$ cat config.mk
export PLATFORM = sky130hd
export DESIGN_NAME = brle_ram
export DESIGN_NICKNAME = d
export VERILOG_FILES = /design/src/sv/brle_ram.sv
export SDC_FILE = /design/constraint.sdc
export NUM_CORES = 2
export LEC_CHECK = 0
export BUFFER_PORTS_ARGS = -buffer_cell sky130_fd_sc_hd__clkbuf_2
export CAP_MARGIN = 15
export CORE_MARGIN = 2
export CORE_UTILIZATION = 30
export DETAILED_ROUTE_END_ITERATION = 6
export GPL_ROUTABILITY_DRIVEN = 0
export PLACE_DENSITY_LB_ADDON = 0.05
export SLEW_MARGIN = 0
export SYNTH_ARGS = -nofsm -noshare
export SYNTH_HDL_FRONTEND = slang
export SYNTH_SLANG_ARGS = --single-unit
$ cat constraint.sdc
create_clock -name i_clk -period 8.4 [get_ports i_clk]
set_input_delay 1.26 -clock i_clk [delete_from_list [all_inputs] [get_ports i_clk]]
set_output_delay 1.26 -clock i_clk [all_outputs]
set_load 0.1 [all_outputs]
$ cat src/sv/brle_ram.sv
// Generic single-port-write, single-port-read RAM with a registered read.
// No dependencies.
module brle_ram #(
    parameter int WIDTH = 16,
    parameter int DEPTH = 256
) (
    input  logic                     i_clk,
    input  logic                     i_we,
    input  logic [$clog2(DEPTH)-1:0] i_waddr,
    input  logic [WIDTH-1:0]         i_wdata,
    input  logic                     i_re,
    input  logic [$clog2(DEPTH)-1:0] i_raddr,
    output logic [WIDTH-1:0]         o_rdata
);

    logic [WIDTH-1:0] r_mem [DEPTH];
    logic [WIDTH-1:0] r_rdata;

    always_ff @(posedge i_clk) begin
        if (i_we) begin
            r_mem[i_waddr] <= i_wdata;
        end
        if (i_re) begin
            r_rdata <= r_mem[i_raddr];
        end
    end

    assign o_rdata = r_rdata;

endmodule

==> metrics <==
final core utilization=35.0%; Rel. slew slack=14.4%; Mapped Cells=7360; CP Class=in -> reg; setup violators final=0; area of the multi-input gates=0.0338 sq mm; Slew @ Worst Pin=1280 ps; Resized Gates After CTS=0; global-route wire length before repair=709000 um; critical path peak fanout=69; cts hold-fix bufs=0; io pins=51; Layout Cell Area excl Fill=0.185 sq mm; async set or reset register ratio after synthesis=0%; Initial Utilization=30.1%; Crit path largest cell delay=1030 ps; Final Skew=41.1 ps; worst-skew pair later-pin latency=1010 ps; CTS Root Cell=clkbuf_16; Pleak=57.3 nW; Reg area=0.123 sq mm; Slowest cell on crit path=o32ai_2; Initial DRT Pass Iterations=6; Design Power=0.0446 W; hold crit path type=in -> reg; number of CTS-inserted buffers=474; die height=732 um; peak supply drop=0.175 mV; buffer count from post-CTS setup fixing=0; Die Wd=732 um; f_max=0.194 GHz; Synth cell types=51; Avg Cell Area, Syn=21.6 sq um; total negative setup slack=0 ps; max cap viols=0; Arr. time, crit path=5810 ps; CP Capture Type=flip-flop; post-detail-place hpwl=308000 um; H-tree depth=5; Synth Flop Type=edfxtp_1; clk slew on worst S/H paths=60 ps; number of synthesized flops with an enable pin=4112; vias in the first global route=80300; Filler Cells Inserted=49000; TritonCTS clock tree=built; cell repeated most along the worst path=buf_12; Final Net Count=7878; period utilization=61.2%; WL/cell=34.2 um; cell breakdown of the critical path=buf_12 -> buf_12 -> mux4_2 -> mux2_2 -> a22oi_1 -> nand2_1 -> o32ai_2 -> nor4_1; Req. time, crit path=9070 ps; DR iter-0 viols=7239; Antenna Nets Post-Route=0; Layout area overhead=16.3%; Fin. Hold Viols=0; via/cell ratio=5.10; Total GRT Usage=19.0%; vias after detailed routing=77800; mapped cell area=0.159 sq mm; DRT Wirelength=522000 um; largest net degree at the start of global routing=173; share of cells above drive strength 1=27.0%; CTS max path bufs=4; dpl cell area=0.170 sq mm; Overflow after GRT=0; PD cells=241 mW/mm^2; CP startpoint kind=input pin; Slew Limit Fails=0; initial antenna violation count=35; DRC viols=0; warnings from Yosys=0; Final min period=5140 ps; clock sink total=4112; Syn Nets=7395; Std-Cell Rows=267; RSZ-0062 raised after global routing=false; synthesized flop and latch total=4112; sequential area share after synthesis=77.7%; status=completed; IO buf count=50; core area=0.528 sq mm; full die area=0.535 sq mm
state kept, by name, summed over array words and instances, names as in the netlist:
| signal | count |
|---|---|
| o_rdata | 16 |
| r_mem | 4096 |
synthesized netlist by cell type, types with 27 or more instances:
cell type / count / area share (%)
a22o_1: 32 / 0.18
mux2_2: 88 / 0.62
a22oi_1: 43 / 0.20
buf_6: 77 / 0.55
nor3_1: 92 / 0.29
buf_1: 27 / 0.064
o21ai_0: 37 / 0.12
edfxtp_1: 4112 / 78
clkbuf_1: 230 / 0.54
o221ai_1: 252 / 1.4
a221oi_1: 28 / 0.15
o22ai_1: 148 / 0.58
mux4_2: 797 / 11
buf_2: 76 / 0.24
nor2_1: 304 / 0.72
mux2i_1: 565 / 3.6
a21oi_1: 175 / 0.55
nand2_1: 38 / 0.090
nand3_1: 35 / 0.11
through the flow:
stage	std cells	hold slack [ps]	setup WS (ps)
4_1_cts	15200	566	3150
3_5_place_dp	14400	1170	2020
5_1_grt	15200	594	3160
3_3_place_gp	14300	1230	1990
2_1_floorplan	7360	973	4890
6_report	15300	653	3260
report_power, final:
part / leakage [nW] / switching (W) / internal (W)
Combinational: 13.2 / 0.00161 / 0.000704
Clock: 7.15 / 0.00837 / 0.0112
Sequential: 37.0 / 0.0000277 / 0.0226
cell type report:
cell class,instances,share of cell area (%)
sequential,4112,66.8
multi-input combinational,2792,18.3
clock buffer,589,6.75
tap,6994,4.74
timing repair buffer,459,2.17
clock inverter,287,1.17
antenna,22,0.0298
inverter,4,0.0149
cell families after synthesis:
kind of cell | share of synthesized area, %
muxes | 15.5
and+or+nand+nor | 1.57
buffers and inverters | 1.69
AOI/OAI and AO/OA | 3.53
DFF | 77.7
layer usage:
layer,up-vias,track usage [%],routed length [um]
li1,32400,-,-
met1,43000,27.2,240000
met2,1835,31.1,249000
met3,566,2.58,22400
met4,4,3.80,11000
met5,-,0,29
path summary, 6_finish.rpt:
path	startpoint	slack [ps]	end	cells past startpoint
max reg2reg	r_mem[7][0]	4690	o_rdata[0]	6
min reg2reg	r_mem[122][8]	1190	o_rdata[8]	6
max	i_raddr[0]	3260	o_rdata[0]	8
min	i_wdata[14]	650	r_mem[97][14]	1
placed cells by master (no fill, tap or decap), drive strengths merged, types with 38 or more instances in the layout:
cell | netlist | layout
edfxtp | 4112 | 4112
mux4 | 797 | 797
clkbuf | 230 | 618
mux2i | 565 | 565
buf | 222 | 430
nor2 | 304 | 304
o221ai | 253 | 253
clkinv | 0 | 243
a21oi | 175 | 175
o22ai | 148 | 148
nor3 | 92 | 92
mux2 | 88 | 88
a22oi | 43 | 43
nand2 | 38 | 38
o21ai | 38 | 38
critical path: cells and delay by family:
family                 cells  cell delay, ps
AOI/OAI and AO/OA          2            1500
muxes                      2             920
buffers and inverters      2            1000
and+or+nand+nor            2             710
No activity file was read; power rests on OpenSTA's default activity.
